==> src/hw/rtl/rpzp_pkg.sv <==
// ----------------------------------------------------------------------------
// rpzp_pkg
// Shared codes, constants and the job record passed from front to back end.
// ----------------------------------------------------------------------------
package rpzp_pkg;

    localparam int IDX_W   = 15;
    localparam int DEPTH_W = 24;
    localparam int CHAR_W  = 8;

    localparam logic [CHAR_W-1:0] DOT_CHAR     = 8'd46;
    localparam logic [CHAR_W-1:0] SPACE_CHAR   = 8'd32;
    localparam logic [CHAR_W-1:0] NEWLINE_CHAR = 8'd10;

    localparam logic [1:0] REQ_CLEAR  = 2'd0;
    localparam logic [1:0] REQ_PLOT   = 2'd1;
    localparam logic [1:0] REQ_READ   = 2'd2;
    localparam logic [1:0] REQ_UNUSED = 2'd3;

    localparam logic [2:0] CFG_SIN_A   = 3'd0;
    localparam logic [2:0] CFG_COS_A   = 3'd1;
    localparam logic [2:0] CFG_SIN_B   = 3'd2;
    localparam logic [2:0] CFG_COS_B   = 3'd3;
    localparam logic [2:0] CFG_SIN_C   = 3'd4;
    localparam logic [2:0] CFG_COS_C   = 3'd5;
    localparam logic [2:0] CFG_CAM_D   = 3'd6;
    localparam logic [2:0] CFG_HALF_W  = 3'd7;

    typedef enum logic [1:0] {
        JOB_NONE,
        JOB_CLEAR,
        JOB_PLOT,
        JOB_READ
    } job_kind_t;

    typedef struct packed {
        job_kind_t             kind;
        logic [IDX_W-1:0]      idx;
        logic [DEPTH_W-1:0]    depth;
        logic [CHAR_W-1:0]     glyph;
        logic                  edge_hit;
        logic                  col_zero;
    } job_t;

endpackage

==> src/hw/rtl/rpzp_fifo.sv <==
// ----------------------------------------------------------------------------
// rpzp_fifo
// Two-entry job queue between the front and back ends.
// ----------------------------------------------------------------------------
module rpzp_fifo (
    input  logic           clk,
    input  logic           rst_n,
    input  logic           push,
    input  rpzp_pkg::job_t push_job,
    input  logic           pop,
    output rpzp_pkg::job_t head,
    output logic           full,
    output logic           empty
);

    rpzp_pkg::job_t slot_reg [2];
    logic           wptr_reg, rptr_reg;
    logic [1:0]     count_reg;

    assign full  = count_reg == 2'd2;
    assign empty = count_reg == 2'd0;
    assign head  = slot_reg[rptr_reg];

    always_ff @(posedge clk or negedge rst_n)
    begin
        if (!rst_n)
        begin
            wptr_reg  <= 1'b0;
            rptr_reg  <= 1'b0;
            count_reg <= '0;
        end
        else
        begin
            if (push)
                wptr_reg <= ~wptr_reg;
            if (pop)
                rptr_reg <= ~rptr_reg;
            if (push && !pop)
                count_reg <= count_reg + 1'b1;
            else if (pop && !push)
                count_reg <= count_reg - 1'b1;
        end
    end

    always_ff @(posedge clk)
    begin
        if (push)
            slot_reg[wptr_reg] <= push_job;
    end

endmodule

==> config.mk <==
export PLATFORM = sky130hd
export DESIGN_NAME = rpzp_fifo
export DESIGN_NICKNAME = d
export VERILOG_FILES = /design/src/hw/rtl/rpzp_pkg.sv /design/src/hw/rtl/rpzp_fifo.sv
export SDC_FILE = /design/constraint.sdc
export NUM_CORES = 1
export LEC_CHECK = 0
export ABC_AREA = 1
export BUFFER_PORTS_ARGS = -buffer_cell sky130_fd_sc_hd__buf_2
export CORE_UTILIZATION = 50
export DETAILED_ROUTE_END_ITERATION = 8
export GPL_ROUTABILITY_DRIVEN = 0
export MAX_ROUTING_LAYER = met4
export PLACE_DENSITY = 0.82
export RECOVER_POWER = 25
export SKIP_LAST_GASP = 1
export SYNTH_ARGS = -nofsm -noshare
export SYNTH_HDL_FRONTEND = slang
export SYNTH_SLANG_ARGS = --single-unit
==> constraint.sdc <==
create_clock -name clk -period 5.4 [get_ports clk]
set_input_delay 1.08 -clock clk [delete_from_list [all_inputs] [get_ports clk]]
set_output_delay 1.08 -clock clk [all_outputs]
set_load 0.03 [all_outputs]
==> out/metrics.csv, run 1 <==
metric,value,unit
final non-filler cell total,405,
sequential area share after synthesis,0.764,
Die Span X,93.0,um
Post-CTS Setup Bufs,0,
dpl hpwl,4.13,mm
Hold Crit Class,in2async,
Min Hold Slack,0.535,ns
slowest cell on the critical path,dfrtp_4,
Crit Path Category,reg2out,
synthesis-stage register bit count,106,
remaining antenna violation count,0,
Slew @ Worst Pin,1.10,ns
initial antenna violation count,1,
die area,0.00865,mm2
Skew-Pair Late Insertion Delay,0.36,ns
biggest cell delay along the critical path,1.06,ns
top cell family by delay on the critical path,flip-flops,
first-pass GRT wire length,9.38,mm
Root Driver,clkbuf_8,
maximum clock frequency,320,MHz
Clock Skew,0.00982,ns
internal power,1730,uW
clock buffer depth,2,
Initial Util,0.527,
TritonCTS Buffers,9,
vias in the first global route,1956,
netlist area before placement,0.00414,mm2
row cnt,32,
DP Area,0.00471,mm2
Logic pwr share,0.360,
Mapped Cells,184,
I/O Buffers,107,
TritonCTS clock tree,built,
max-cap viol count,0,
CP cell instances,"mux2_2, buf_2",
Setup TNS,0,ns
worst-path maximum fanout,52,
Syn. warnings,0,
switching share of power,0.355,
DRC viols,0,
period utilization,0.579,
Post-Layout Inst Area,0.00489,mm2
worst rel slew slack,0.263,
Core Area,0.00785,mm2
DRT iter0 DRCs,55,
WL final,6.25,mm
Die Y,93.0,um
Sink Count,106,
Mapped Nets,240,
crit start category,register,
GRT Resource Usage Total,0.156,
LEAKAGE,0.00197,uW
Critical Path End Type,output port,
layout cells sized above 1,0.540,
status,"complete, no violations",
NetSw,954,uW
placed insts,388,
"Power, Total",2690,uW
vias,1946,
Final Setup Violations,0,
RSZ-0062 raised after global routing,no,
Worst Path Required,4.32,ns
min cycle time layout,3.13,ns
Final Slew Violations,0,
PwrDens,549,mW/mm2
post_cts resized,0,
R2R depth,2,
Flop pwr share,0.464,
htree depth,3,
GRT overflow,0,
CP bufs+invs,1,
Critical Path AT,2.05,ns
nets@finish,353,
"Hold Vio Cnt, Final",0,
vias per cell,4.80,
CTS Hold Bufs,0,
largest net degree at the start of global routing,53,
max FFs per register,102,
Top-Level Pins,108,
Yosys cell types,14,
clock power share,0.176,
CP Depth,2,
"CTS clk-pin slew, worst paths",0.10,ns
Max VDD drop,0.446,mV
first drt pass iteration count,4,
Routed wire per std cell,15.4,um
syn_area_per_cell,22.5,um2
area grow syn2layout,18.2,%
[worst paths after layout]
kind	from	end	slack (ns)
max	rptr_reg	head[43]	2.27
min	rst_n	count_reg[0]	0.53
max reg2reg	wptr_reg	slot_reg[0][34]	3.56
min reg2reg	count_reg[0]	count_reg[0]	0.55
max in group asynchronous	rst_n	rptr_reg	4.65
min in group clk	count_reg[0]	count_reg[0]	0.55
[layout by cell type, fill, tap and decap left out]
master | Yosys | layout
dfrtp_4 | 0 | 1
nand2_1 | 5 | 5
mux2_2 | 2 | 2
xnor2_1 | 1 | 1
buf_2 | 0 | 94
nand3_1 | 1 | 1
clkinvlp_4 | 0 | 3
nor2_1 | 3 | 2
nand4_1 | 1 | 1
nor2_4 | 0 | 1
inv_2 | 0 | 1
xor2_1 | 2 | 2
buf_4 | 0 | 1
edfxtp_1 | 102 | 102
bufinv_16 | 0 | 1
diode_2 | 0 | 1
dfrtp_1 | 4 | 3
inv_1 | 7 | 6
clkbuf_8 | 0 | 9
clkbuf_1 | 0 | 15
ha_1 | 1 | 1
mux2_4 | 49 | 49
inv_8 | 0 | 1
[metal layers]
layer  vias to the layer above  global-route usage  wire (um)
li1                        930                   -          -
met4                         0              0.0769         95
met2                        63               0.263       3370
met5                         -                   -          0
met3                        10              0.0366        305
met1                       943               0.174       2480
[area by class of cell]
class | instances | area, um2
diodes | 1 | 2.50
inverters | 7 | 26.3
flip-flops and latches | 106 | 3170
clock inverters | 5 | 63.8
fillers | 607 | 2960
multi-input cells | 65 | 846
repair buffers | 108 | 527
well taps | 102 | 128
clock buffers | 11 | 131
[worst reg2reg max path: cells and delay by family (launching register included)]
kind                   cells  cell delay (ns)
buffers and inverters      1             0.46
AND/OR/NAND/NOR            1             0.58
flip-flops                 1             0.44
[synthesized netlist by cell type]
master / number / share of area
nand4_1: 1 / 0.0015
inv_1: 7 / 0.0063
xnor2_1: 1 / 0.0021
nor2_1: 3 / 0.0027
xor2_1: 2 / 0.0042
dfrtp_1: 4 / 0.024
mux2_2: 2 / 0.0054
nand3_1: 1 / 0.0012
nand2_1: 5 / 0.0045
buf_6: 1 / 0.0027
ha_1: 1 / 0.0030
mux2_4: 49 / 0.18
edfxtp_1: 102 / 0.74
buf_12: 5 / 0.024
[stage by stage]
stage | worst slack [ns] | utilization
floorplan | 1.68 | -
global placement | 2.67 | 0.600
detailed placement | 2.66 | 0.600
CTS | 2.25 | 0.625
global route | 2.19 | 0.623
finish | 2.27 | 0.623
[logic make-up after synthesis]
family                     synth area share
adders and majority gates           0.00302
xor gates and xnor gates            0.00635
and+or+nand+nor                     0.00998
buffers and inverters                0.0333
DFF                                   0.764
muxes                                 0.183
[power groups by stage]
stage                     registers, uW  logic, uW  clock network [uW]
after CTS                          1250        981                 483
after floorplan                    1150        926                   0
after global routing               1270       1020                 513
after global placement             1260        970                   0
final                              1250        967                 473
after detailed placement           1270        979                   0
Power figures use the tool's default switching activity.
==> run 2: changes to the inputs <==
==> constraint.sdc (replaced) <==
create_clock -name clk -period 2.9 [get_ports clk]
set_input_delay 0.58 -clock clk [delete_from_list [all_inputs] [get_ports clk]]
set_output_delay 0.58 -clock clk [all_outputs]
set_load 0.03 [all_outputs]
==> run 2 against run 1 <==
Effect of this change:
- first-iteration DRC count grew 5.5%
- design area is 0.33% higher
- sequential share of layout area decreased by 0.21 points
- critical path depth increased by 1
- core utilization rose by 0.21 points
- highest routed layer unchanged
==> out/metrics.csv, run 2 (synthesis results as in run 1) <==
metric,value,unit,change
"Power, Total",4940,uW,+84%
Post-Place Worst Slack,0.694,ns,-1.97 ns
vias in the first global route,1933,,-1.2%
worst-path maximum fanout,28,,-46%
worst rel slew slack,0.632,,+0.369
Core Area,0.00785,mm2,unchanged
LEAKAGE,0.00198,uW,+0.26%
Crit Path Category,reg2out,,
Clock Skew,0.00550,ns,-0.00431 ns
DRC viols,0,,unchanged
Critical Path End Type,output port,,
register area,0.00317,mm2,unchanged
FILL cells,599,,-1.3%
max-cap viol count,0,,unchanged
CTS Hold Bufs,0,,unchanged
Slew @ Worst Pin,0.551,ns,-0.554 ns
row cnt,32,,unchanged
Worst Path Required,2.32,ns,-2.00 ns
post_cts resized,0,,unchanged
top cell family by delay on the critical path,flip-flops,,
max FFs per register,102,,unchanged
Reg2Reg Launch Point,wptr_reg,,
layout cells sized above 1,0.534,,-0.00531
vias,1961,,+0.77%
Post-CTS Setup Bufs,0,,unchanged
Multi-input gate area,846,um2,unchanged
Critical Path AT,1.98,ns,-0.07 ns
Final Slew Violations,0,,unchanged
min cycle time layout,2.56,ns,
"commonest non-fill, non-tap cell in the layout",edfxtp_1,,
"commonest cells after routing, fill and taps aside","edfxtp_1, buf_2, mux2_4",,
Final WS setup,0.338,ns,-1.94 ns
Final Setup Violations,0,,unchanged
remaining antenna violation count,0,,unchanged
"CTS clk-pin slew, worst paths",0.09,ns,about the same
largest net degree at the start of global routing,52,,-1.9%
Min Hold Slack,0.0670,ns,-0.468 ns
Top-Level Pins,108,,unchanged
nets@finish,356,,+0.85%
WL final,6.27,mm,+0.32%
Setup TNS,0,ns,unchanged
Max VDD drop,0.534,mV,+20%
first drt pass iteration count,4,,unchanged
I/O Buffers,107,,unchanged
die area,0.00865,mm2,unchanged
slowest cell on the critical path,dfrtp_4,,
area grow syn2layout,18.6,%,
status,"complete, no violations",,
worst setup path start,rptr_reg,,
dpl hpwl,4.28,mm,+3.6%
Routed wire per std cell,15.4,um,-0.17%
Die Y,93.0,um,unchanged
biggest cell delay along the critical path,0.80,ns,-0.26 ns
Hold Crit Class,in2async,,
TritonCTS Buffers,9,,unchanged
TritonCTS clock tree,built,,
CP bufs+invs,2,,+1
vias per cell,4.82,,+0.28%
htree depth,3,,unchanged
GRT overflow,0,,unchanged
crit start category,register,,
Initial Util,0.527,,unchanged
CP cell instances,"buf_12, mux2_2, buf_2",,
DRT iter0 DRCs,58,,+5.5%
RSZ-0062 raised after global routing,no,,
"Hold Vio Cnt, Final",0,,unchanged
Root Driver,clkbuf_8,,
Skew-Pair Late Insertion Delay,0.35,ns,about the same
GRT Resource Usage Total,0.151,,-0.00426
clock buffer depth,2,,unchanged
first-pass GRT wire length,9.24,mm,-1.5%
period utilization,0.883,,
Sink Count,106,,unchanged
PwrDens,1010,mW/mm2,+83%
Die Span X,93.0,um,unchanged
initial antenna violation count,0,,-1
maximum clock frequency,390,MHz,
Antenna diodes,0,,-1
==> run 2: changes by cell type in the layout (fill, tap and decap cells not counted), sizes merged <==
cell    change
diode       -1
clkbuf      +2
bufinv      -1
clkinv      +2
==> run 2: area by class of cell <==
type / instances / area share
Tap cell: 102 / 0.0260
Multi-Input combinational cell: 65 / 0.172
Timing Repair Buffer: 111 / 0.116
Sequential cell: 106 / 0.645
Inverter: 7 / 0.00535
Clock inverter: 6 / 0.00867
Clock buffer: 10 / 0.0260
==> run 2: worst paths after layout <==
| path | end | slack (ns) | cells after the start |
|---|---|---|---|
| worst max register to register | slot_reg[0][43] | 1.62 | 2 |
| max in group asynchronous | rptr_reg | 2.59 | 1 |
| worst min-delay path | count_reg[1] | 0.07 | 1 |
| worst min register to register | wptr_reg | 0.55 | 1 |
| min in group clk | slot_reg[1][4] | 0.41 | 1 |
| worst max-delay path | head[44] | 0.34 | 3 |
==> run 2: where the power goes <==
part | total (uW) | switching (uW) | internal [uW]
logic | 1930 | 1120 | 809
clock network | 778 | 464 | 314
registers | 2240 | 201 | 2030
==> run 2: through the flow <==
step           instance area, um2   util  cells
2_1_floorplan                4140      -    184
3_3_place_gp                 4760  0.606    391
3_5_place_dp                 4760  0.606    391
4_1_cts                      4930  0.628    407
5_1_grt                      4910  0.625    407
6_report                     4910  0.625    407
==> run 2: metal layers <==
| metal | vias up | GRT usage | routed length, um |
|---|---|---|---|
| met5 | - | - | 0 |
| met4 | 0 | 0.0744 | 94 |
| met3 | 10 | 0.0350 | 398 |
| met2 | 77 | 0.248 | 3210 |
| met1 | 939 | 0.177 | 2570 |
| li1 | 935 | - | - |
==> run 2: worst register-to-register path, delay by kind of cell (launching register included) <==
family / cells / cell delay (ns)
buf+inv: 1 / 0.37
flops: 1 / 0.43
simple gates: 1 / 0.13
