## src/hw/rtl/rpzp_pkg.sv

```systemverilog
// ----------------------------------------------------------------------------
// rpzp_pkg
// Shared codes, constants and the job record passed from front to back end.
// ----------------------------------------------------------------------------
package rpzp_pkg;

    localparam int IDX_W   = 15;
    localparam int DEPTH_W = 24;
    localparam int CHAR_W  = 8;

    localparam logic [CHAR_W-1:0] DOT_CHAR     = 8'd46;
    localparam logic [CHAR_W-1:0] SPACE_CHAR   = 8'd32;
    localparam logic [CHAR_W-1:0] NEWLINE_CHAR = 8'd10;

    localparam logic [1:0] REQ_CLEAR  = 2'd0;
    localparam logic [1:0] REQ_PLOT   = 2'd1;
    localparam logic [1:0] REQ_READ   = 2'd2;
    localparam logic [1:0] REQ_UNUSED = 2'd3;

    localparam logic [2:0] CFG_SIN_A   = 3'd0;
    localparam logic [2:0] CFG_COS_A   = 3'd1;
    localparam logic [2:0] CFG_SIN_B   = 3'd2;
    localparam logic [2:0] CFG_COS_B   = 3'd3;
    localparam logic [2:0] CFG_SIN_C   = 3'd4;
    localparam logic [2:0] CFG_COS_C   = 3'd5;
    localparam logic [2:0] CFG_CAM_D   = 3'd6;
    localparam logic [2:0] CFG_HALF_W  = 3'd7;

    typedef enum logic [1:0] {
        JOB_NONE,
        JOB_CLEAR,
        JOB_PLOT,
        JOB_READ
    } job_kind_t;

    typedef struct packed {
        job_kind_t             kind;
        logic [IDX_W-1:0]      idx;
        logic [DEPTH_W-1:0]    depth;
        logic [CHAR_W-1:0]     glyph;
        logic                  edge_hit;
        logic                  col_zero;
    } job_t;

endpackage

```

## src/hw/rtl/rpzp_div.sv

```systemverilog
// ----------------------------------------------------------------------------
// rpzp_div
// Unsigned restoring divider, one quotient bit per cycle.
// ----------------------------------------------------------------------------
module rpzp_div #(
    parameter int NW = 50,
    parameter int DW = 39
) (
    input  logic          clk,
    input  logic          rst_n,
    input  logic          start,
    input  logic [NW-1:0] dividend,
    input  logic [DW-1:0] divisor,
    output logic          done,
    output logic [NW-1:0] quotient,
    output logic [DW-1:0] remainder
);

    localparam int CNT_W = $clog2(NW);

    logic [DW-1:0]    rem_reg;
    logic [NW-1:0]    quo_reg;
    logic [DW-1:0]    dvs_reg;
    logic [CNT_W-1:0] cnt_reg;
    logic             run_reg;
    logic             done_reg;
    logic [DW:0]      trial;
    logic             fits;

    assign trial = {rem_reg, quo_reg[NW-1]};
    assign fits  = trial >= {1'b0, dvs_reg};

    always_ff @(posedge clk or negedge rst_n)
    begin
        if (!rst_n)
        begin
            run_reg  <= 1'b0;
            done_reg <= 1'b0;
            cnt_reg  <= '0;
        end
        else
        begin
            done_reg <= 1'b0;
            if (start)
            begin
                run_reg <= 1'b1;
                cnt_reg <= CNT_W'(NW - 1);
            end
            else if (run_reg)
            begin
                cnt_reg <= cnt_reg - 1'b1;
                if (cnt_reg == '0)
                begin
                    run_reg  <= 1'b0;
                    done_reg <= 1'b1;
                end
            end
        end
    end

    always_ff @(posedge clk)
    begin
        if (start)
        begin
            rem_reg <= '0;
            quo_reg <= dividend;
            dvs_reg <= divisor;
        end
        else if (run_reg)
        begin
            rem_reg <= fits ? DW'(trial - {1'b0, dvs_reg}) : trial[DW-1:0];
            quo_reg <= {quo_reg[NW-2:0], fits};
        end
    end

    assign done      = done_reg;
    assign quotient  = quo_reg;
    assign remainder = rem_reg;

endmodule

```

## src/hw/rtl/rpzp_front.sv

```systemverilog
// ----------------------------------------------------------------------------
// rpzp_front
// Accepts requests, rotates and projects plot points, builds jobs.
// ----------------------------------------------------------------------------
module rpzp_front #(
    parameter int W  = 160,
    parameter int H  = 44,
    parameter int PS = 40
) (
    input  logic               clk,
    input  logic               rst_n,
    input  logic               cfg_we,
    input  logic [2:0]         cfg_addr,
    input  logic [15:0]        cfg_wdata,
    input  logic               in_valid,
    output logic               in_ready,
    input  logic [1:0]         req_type,
    input  logic signed [6:0]  point_x,
    input  logic signed [6:0]  point_y,
    input  logic signed [6:0]  point_z,
    input  logic [7:0]         glyph,
    input  logic [12:0]        cell_index,
    input  logic               init_done,
    input  logic               full,
    output logic               push,
    output rpzp_pkg::job_t     job
);

    localparam int XW    = 41;
    localparam int ZW    = 40;
    localparam int NW    = 50;
    localparam int DW    = 39;
    localparam int CW    = 52;
    localparam int IW    = 62;
    localparam int CELLS = W * H;

    typedef enum logic [6:0] {
        F_IDLE = 7'b0000001,
        F_MUL  = 7'b0000010,
        F_ZCHK = 7'b0000100,
        F_DCOL = 7'b0001000,
        F_DROW = 7'b0010000,
        F_IDX  = 7'b0100000,
        F_PUSH = 7'b1000000
    } fstate_t;

    fstate_t state_reg;

    logic signed [15:0] sin_a_reg, cos_a_reg, sin_b_reg, cos_b_reg, sin_c_reg, cos_c_reg;
    logic [7:0]         cam_reg;
    logic [5:0]         hw_reg;

    logic signed [6:0]  pi_reg, pj_reg, pk_reg;
    logic [7:0]         glyph_reg;
    logic               edge_reg;
    logic [3:0]         step_reg;
    logic signed [31:0] u_reg, v_reg, p1_reg, p2_reg, p3_reg;
    logic signed [63:0] acc_reg, prod_reg;
    logic signed [XW-1:0] xr_reg, yr_reg;
    logic signed [ZW-1:0] zf_reg;
    logic signed [CW-1:0] col_reg, row_reg;
    logic               neg_reg;
    rpzp_pkg::job_t     job_reg;

    logic signed [31:0] opa, opb;
    logic signed [63:0] prod_c;
    logic [6:0]         ax, ay, az, hw7;
    logic               edge_c, col_zero_c, in_fire;
    logic signed [NW:0] num_c;
    logic               div_start, div_done;
    logic [NW-1:0]      div_num, div_quo;
    logic [DW-1:0]      div_rem;
    logic signed [CW-1:0] qs, q0, base_col, base_row, base, adj;
    logic signed [IW-1:0] idx_c;
    rpzp_pkg::job_t     job_in_c;

    assign in_ready = (state_reg == F_IDLE) && init_done;
    assign in_fire  = in_valid && in_ready;
    assign push     = (state_reg == F_PUSH) && !full;
    assign job      = job_reg;

    // edge test on magnitudes; -64 maps to 64, which never matches
    assign ax  = point_x[6] ? 7'(-point_x) : 7'(point_x);
    assign ay  = point_y[6] ? 7'(-point_y) : 7'(point_y);
    assign az  = point_z[6] ? 7'(-point_z) : 7'(point_z);
    assign hw7 = {1'b0, hw_reg};
    assign edge_c = (ax == hw7 && ay == hw7) || (ax == hw7 && az == hw7)
                 || (ay == hw7 && az == hw7);

    always_comb
    begin
        col_zero_c = 1'b0;
        for (int r = 0; r < H; r++)
        begin
            if ({3'b000, cell_index} == 16'(r * W))
                col_zero_c = 1'b1;
        end
    end

    // job for clear and read requests; plots start empty and fill in later
    always_comb
    begin
        job_in_c = '0;
        case (req_type)
            rpzp_pkg::REQ_CLEAR: job_in_c.kind = rpzp_pkg::JOB_CLEAR;
            rpzp_pkg::REQ_READ:
            begin
                if ({3'b000, cell_index} < 16'(CELLS))
                begin
                    job_in_c.kind     = rpzp_pkg::JOB_READ;
                    job_in_c.idx      = rpzp_pkg::IDX_W'(cell_index);
                    job_in_c.col_zero = col_zero_c;
                end
            end
            default: ;
        endcase
    end

    always_comb
    begin
        opa = '0;
        opb = '0;
        case (step_reg)
            4'd0:  begin opa = 32'(pj_reg); opb = 32'(sin_a_reg); end
            4'd1:  begin opa = 32'(pk_reg); opb = 32'(cos_a_reg); end
            4'd2:  begin opa = 32'(pj_reg); opb = 32'(cos_a_reg); end
            4'd3:  begin opa = 32'(pk_reg); opb = 32'(sin_a_reg); end
            4'd4:  begin opa = 32'(pi_reg); opb = 32'(cos_b_reg); end
            4'd5:  begin opa = 32'(sin_b_reg); opb = 32'(cos_c_reg); end
            4'd6:  begin opa = 32'(sin_b_reg); opb = 32'(sin_c_reg); end
            4'd7:  begin opa = v_reg;  opb = 32'(sin_c_reg); end
            4'd8:  begin opa = p1_reg; opb = 32'(cos_c_reg); end
            4'd9:  begin opa = u_reg;  opb = p2_reg; end
            4'd10: begin opa = v_reg;  opb = 32'(cos_c_reg); end
            4'd11: begin opa = p1_reg; opb = 32'(sin_c_reg); end
            4'd12: begin opa = u_reg;  opb = p3_reg; end
            4'd13: begin opa = u_reg;  opb = 32'(cos_b_reg); end
            4'd14: begin opa = 32'(pi_reg); opb = 32'(sin_b_reg); end
            default: ;
        endcase
    end

    assign prod_c = opa * opb;

    // numerator for the current projection axis
    assign num_c     = (state_reg == F_ZCHK) ? (NW+1)'(xr_reg) * (NW+1)'(2 * PS)
                                             : (NW+1)'(yr_reg) * (NW+1)'(PS);
    assign div_num   = num_c[NW] ? NW'(-num_c) : NW'(num_c);
    assign div_start = ((state_reg == F_ZCHK) && (zf_reg > 0))
                    || ((state_reg == F_DCOL) && div_done);

    rpzp_div #(.NW(NW), .DW(DW)) u_div (
        .clk       (clk),
        .rst_n     (rst_n),
        .start     (div_start),
        .dividend  (div_num),
        .divisor   (zf_reg[DW-1:0]),
        .done      (div_done),
        .quotient  (div_quo),
        .remainder (div_rem)
    );

    // truncated (C*z + a) / z from |a| / z: pull the quotient back toward zero
    // when the remainder's sign disagrees with the total
    assign base_col = CW'(W / 2) - CW'({hw_reg, 1'b0});
    assign base_row = CW'(H / 2);
    assign base     = (state_reg == F_DCOL) ? base_col : base_row;
    assign qs       = CW'(div_quo);
    assign q0       = base + (neg_reg ? -qs : qs);
    always_comb
    begin
        adj = q0;
        if (div_rem != '0)
        begin
            if (q0 > 0 && neg_reg)
                adj = q0 - 1;
            else if (q0 < 0 && !neg_reg)
                adj = q0 + 1;
        end
    end

    assign idx_c = IW'(col_reg) + IW'(row_reg) * IW'(W);

    always_ff @(posedge clk or negedge rst_n)
    begin
        if (!rst_n)
        begin
            sin_a_reg <= '0;
            cos_a_reg <= 16'sd16384;
            sin_b_reg <= '0;
            cos_b_reg <= 16'sd16384;
            sin_c_reg <= '0;
            cos_c_reg <= 16'sd16384;
            cam_reg   <= 8'd100;
            hw_reg    <= 6'd20;
        end
        else if (cfg_we)
        begin
            unique case (cfg_addr)
                rpzp_pkg::CFG_SIN_A:  sin_a_reg <= cfg_wdata;
                rpzp_pkg::CFG_COS_A:  cos_a_reg <= cfg_wdata;
                rpzp_pkg::CFG_SIN_B:  sin_b_reg <= cfg_wdata;
                rpzp_pkg::CFG_COS_B:  cos_b_reg <= cfg_wdata;
                rpzp_pkg::CFG_SIN_C:  sin_c_reg <= cfg_wdata;
                rpzp_pkg::CFG_COS_C:  cos_c_reg <= cfg_wdata;
                rpzp_pkg::CFG_CAM_D:  cam_reg   <= cfg_wdata[7:0];
                rpzp_pkg::CFG_HALF_W: hw_reg    <= cfg_wdata[5:0];
                default: ;
            endcase
        end
    end

    always_ff @(posedge clk or negedge rst_n)
    begin
        if (!rst_n)
        begin
            state_reg <= F_IDLE;
            step_reg  <= '0;
        end
        else
        begin
            unique case (state_reg)
                F_IDLE:
                begin
                    step_reg <= '0;
                    if (in_fire)
                        state_reg <= (req_type == rpzp_pkg::REQ_PLOT) ? F_MUL : F_PUSH;
                end
                F_MUL:
                begin
                    step_reg <= step_reg + 1'b1;
                    if (step_reg == 4'd15)
                        state_reg <= F_ZCHK;
                end
                F_ZCHK: state_reg <= (zf_reg > 0) ? F_DCOL : F_PUSH;
                F_DCOL: if (div_done) state_reg <= F_DROW;
                F_DROW: if (div_done) state_reg <= F_IDX;
                F_IDX:  state_reg <= F_PUSH;
                F_PUSH: if (!full) state_reg <= F_IDLE;
                default: state_reg <= F_IDLE;
            endcase
        end
    end

    always_ff @(posedge clk)
    begin
        if (in_fire)
        begin
            pi_reg    <= point_x;
            pj_reg    <= point_y;
            pk_reg    <= point_z;
            glyph_reg <= glyph;
            edge_reg  <= edge_c;
            job_reg   <= job_in_c;
        end

        if (state_reg == F_MUL)
        begin
            prod_reg <= prod_c;
            case (step_reg)
                4'd1:  acc_reg <= prod_reg;
                4'd2:  u_reg   <= 32'(acc_reg - prod_reg);
                4'd3:  acc_reg <= prod_reg;
                4'd4:  v_reg   <= 32'(acc_reg + prod_reg);
                4'd5:  p1_reg  <= 32'(prod_reg);
                4'd6:  p2_reg  <= 32'(prod_reg);
                4'd7:  p3_reg  <= 32'(prod_reg);
                4'd8:  acc_reg <= prod_reg;
                4'd9:  acc_reg <= acc_reg + prod_reg;
                4'd10: xr_reg  <= XW'(acc_reg + (prod_reg >>> 14));
                4'd11: acc_reg <= prod_reg;
                4'd12: acc_reg <= acc_reg - prod_reg;
                4'd13: yr_reg  <= XW'(acc_reg + ((-prod_reg) >>> 14));
                4'd14: acc_reg <= -prod_reg;
                4'd15: zf_reg  <= ZW'(acc_reg + (prod_reg <<< 14) + (64'(cam_reg) << 28));
                default: ;
            endcase
        end

        if (div_start)
            neg_reg <= num_c[NW];

        if (state_reg == F_DCOL && div_done)
            col_reg <= adj;
        if (state_reg == F_DROW && div_done)
            row_reg <= adj;

        if (state_reg == F_IDX && idx_c >= 0 && idx_c < IW'(CELLS))
            job_reg <= {rpzp_pkg::JOB_PLOT, rpzp_pkg::IDX_W'(idx_c),
                        zf_reg[14 +: rpzp_pkg::DEPTH_W], glyph_reg, edge_reg, 1'b0};
    end

endmodule

```

## config.mk

```make
export PLATFORM = sky130hd
export DESIGN_NAME = rpzp_front
export DESIGN_NICKNAME = d
export VERILOG_FILES = /design/src/hw/rtl/rpzp_pkg.sv /design/src/hw/rtl/rpzp_div.sv /design/src/hw/rtl/rpzp_front.sv
export SDC_FILE = /design/constraint.sdc
export NUM_CORES = 2
export LEC_CHECK = 0
export BUFFER_PORTS_ARGS = -buffer_cell sky130_fd_sc_hd__buf_2
export CORE_MARGIN = 5
export CORE_UTILIZATION = 45
export CTS_CLUSTER_DIAMETER = 120
export DETAILED_ROUTE_END_ITERATION = 6
export PLACE_DENSITY = 0.59
export SYNTH_ARGS = -nofsm -noshare
export SYNTH_HDL_FRONTEND = slang
export SYNTH_HIERARCHICAL = 1
export SYNTH_SLANG_ARGS = --single-unit
```

## constraint.sdc

```tcl
create_clock -name clk -period 14.6 [get_ports clk]
set_input_delay 2.92 -clock clk [delete_from_list [all_inputs] [get_ports clk]]
set_output_delay 2.92 -clock clk [all_outputs]
set_load 0.01 [all_outputs]
```

==> metrics.txt <==
most frequent cell on the critical path=sky130_fd_sc_hd__fa_1; Iteration-0 DRC Markers=7109; WP data required=approximately 15 ns; final number of setup-violating endpoints=0; CP Depth=35; portion of the post-synthesis area used by sequential elements=24.5%; storage element area=0.0236 mm²; peak clock frequency supported by timing=0.0821 GHz; slowest stage cell, crit path=sky130_fd_sc_hd__dfrtp_1; setup repair after global routing missed its margin=no; terminus of the critical flop-to-flop path=prod_reg[53]; clock tree from TritonCTS=built; share of cells above drive strength 1=under 10%; Worst Setup Path Type=reg -> reg; FILL cells=between 15000 and 20000; remaining routing DRC violations=0; hold buffer count at CTS=0; Async SR Flop Fraction=around 16%; number of cells after detailed placement=13034; Synth cell types=between 100 and 150; Cell Count, Final, Fillers Out=13239; synthesis warning total=6; weighted congestion at the end of routability-driven global placement=0.963; number of antenna-violating nets in the routed design=0; GRT Residual Overflow=0; Largest register FFs=55; kind of cell adding the most delay to the critical path=adder cells; number of buffers created by CTS=just under 100; Layout Area Growth over Synthesis=7.72%; post-route worst setup slack=2.42 ns; post-CTS setup-driven buffer insertion count=0; final sum of negative setup slack=0 ns; most frequent cells in the layout=sky130_fd_sc_hd__inv_1, sky130_fd_sc_hd__nand2_1, sky130_fd_sc_hd__fa_1; Avg Inst Size Synth=9.30 µm²; maximum fanout encountered on the critical timing path=21; detailed-route via count=78102; number of levels in the clock H-tree=3; via density per instance=5.90; height of the die=472 µm; worst setup slack after placement=about 2.6 ns; count of pins on the block boundary=122; Max-slew headroom=10.4%; final net count=around 12000; overall die area=around 0.22 mm²; post-cts sizing count=0; number of max-cap violations=0; post-synthesis sequential element count=821; Post-Syn Area=0.0962 mm²; minimum setup slack among reg-to-reg paths=approximately 2.4 ns; Worst R2R Start=step_reg[3]; DRT Wirelength=321000 µm; Crit. End Element=flop; vias in the first global route=78244; largest net degree at the start of global routing=83; run status=complete, no violations; global-route wire length before repair=just under 500000 µm; placed wire-length estimate=257000 µm; Core Footprint=0.213 mm²; clock sink count=821; maximum clock path buffer count=3; hold violation count in the final report=0; timing startpoint of the critical path=step_reg[3]; antenna violations before repair=28; number of synthesized flops with an enable pin=650; clk slew on worst S/H paths=around 0.06 ns; R2R cell count=35; Critical Path End=prod_reg[53]; total routing resource utilization after global routing=28.4%; portion of the clock cycle consumed by the worst path in the final layout=83.4%; category of the worst setup path launch point=flop; first-pass iteration count of the detailed router=7; multi-input combinational cell area=between 0.06 and 0.07 mm²; class of the tightest hold or removal check=reg -> reg; mean routed wirelength per cell=24.2 µm; worst hold path cell count=2; std cell rows=169; Slew Viols, Final=0; number of I/O port buffers=121; die width=roughly 470 µm; slew of the pin with the lowest slew margin=~1.3 ns; Main synth FF type=sky130_fd_sc_hd__edfxtp_1; post-route clock skew=0.0329 ns; most common cell after layout, fill and taps aside=sky130_fd_sc_hd__inv_1; instance count of the mapped netlist=approximately 10000; latest clock arrival within the worst-skew pair=roughly 0.74 ns; critical path's largest stage delay=0.73 ns; buffer cell driving the clock tree root=sky130_fd_sc_hd__clkbuf_16; Starting Density=45.3%; final critical path time including I/O delays and setup=12.18 ns; data arrival time of the worst path=12.67 ns; combined buffer and inverter count along the critical path=6
-- worst reg2reg max path, delay by kind of cell, from the launching register on --
kind,cells,cell delay [ns]
compound gates,14,3.58
xor+xnor,1,0.08
fa+ha+maj,9,4.56
buf+inv,6,1.38
flops,1,0.73
simple gates,5,1.61
-- metal layers --
metal	share of wire, %	routed length [µm]	vias to the layer above	GRT usage (%)
met2	47	151000	2919	46.8
li1	-	-	35438	-
met5	0.018	57	-	0
met1	41	130000	39153	37.0
met3	7.1	22900	582	4.26
met4	5.3	16900	10	13.0
-- cells by family after synthesis --
kind of cell               after synthesis  share of synthesized area [%]
xor gates and xnor gates               640                           5.86
buffers and inverters                 1799                           7.09
AOI/OAI and AO/OA                     1957                           13.8
and+or+nand+nor                       3142                           15.4
adders and majority gates             1785                           30.9
DFF                                    821                           24.5
other                                    1                        0.00390
muxes                                  203                           2.33
-- cell usage after synthesis (38+ instances only) --
cell	count	area share (%)
sky130_fd_sc_hd__nand2_1	1289	5.0
sky130_fd_sc_hd__nor2_1	653	2.5
sky130_fd_sc_hd__mux2_2	169	2.0
sky130_fd_sc_hd__o31ai_1	64	0.50
sky130_fd_sc_hd__nor3_1	189	0.98
sky130_fd_sc_hd__nand3_1	167	0.87
sky130_fd_sc_hd__a21oi_1	510	2.7
sky130_fd_sc_hd__inv_1	1365	5.3
sky130_fd_sc_hd__and2_1	76	0.49
sky130_fd_sc_hd__fa_1	987	21
sky130_fd_sc_hd__xor2_1	162	1.5
sky130_fd_sc_hd__dfrtp_1	120	3.1
sky130_fd_sc_hd__nand2b_1	88	0.57
sky130_fd_sc_hd__a222oi_1	43	0.45
sky130_fd_sc_hd__a21o_1	233	1.8
sky130_fd_sc_hd__nand4_1	115	0.75
sky130_fd_sc_hd__clkbuf_1	375	1.5
sky130_fd_sc_hd__ha_1	797	10
sky130_fd_sc_hd__edfxtp_1	650	20
sky130_fd_sc_hd__o211ai_1	38	0.30
sky130_fd_sc_hd__o21a_1	60	0.47
sky130_fd_sc_hd__nor3b_1	54	0.42
sky130_fd_sc_hd__o21ai_0	342	1.8
sky130_fd_sc_hd__or3_1	79	0.51
sky130_fd_sc_hd__nor2b_1	64	0.42
sky130_fd_sc_hd__a31oi_1	68	0.44
sky130_fd_sc_hd__a22oi_1	54	0.42
sky130_fd_sc_hd__a221o_1	40	0.42
sky130_fd_sc_hd__or4_1	42	0.33
sky130_fd_sc_hd__nor4_1	70	0.46
sky130_fd_sc_hd__xnor2_1	475	4.3
sky130_fd_sc_hd__o21bai_1	77	0.60
sky130_fd_sc_hd__a311oi_1	45	0.41
sky130_fd_sc_hd__a211oi_1	44	0.34
sky130_fd_sc_hd__and3_1	100	0.65
sky130_fd_sc_hd__dfxtp_1	42	0.87
-- cell type report --
| cell class | instances | share of cell area, % |
|---|---|---|
| multi-input cells | 7734 | 63.7 |
| flip-flops and latches | 821 | 22.8 |
| inverters | 1365 | 4.94 |
| well taps | 2821 | 3.41 |
| clock buffers | 124 | 2.57 |
| repair buffers | 293 | 1.84 |
| clock inverters | 61 | 0.712 |
| diodes | 20 | 0.0483 |
-- worst min path at each step --
| stage | startpoint | end | slack [ns] |
|---|---|---|---|
| 2_1_floorplan | zf_reg[13] | u_div/dvs_reg[13] | 0.42 |
| 3_3_place_gp | job[0] | job[0] | 0.46 |
| 3_5_place_dp | job[0] | job[0] | 0.45 |
| 4_1_cts | job[0] | job[0] | 0.46 |
| 5_1_grt | job[0] | job[0] | 0.49 |
| 6_report | job[0] | job[0] | 0.46 |
-- per-stage QoR --
stage	instance area, µm²	utilization (%)	hold slack [ns]
global route	104000	48.7	0.493
finish	104000	48.8	0.463
CTS	104000	48.7	0.459
global placement	100000	47.1	0.462
detailed placement	100000	47.1	0.451
floorplan	96200	-	0.417
Power is not shown: default switching activity piles up to over one toggle a cycle in this logic, so the estimate is an artifact.
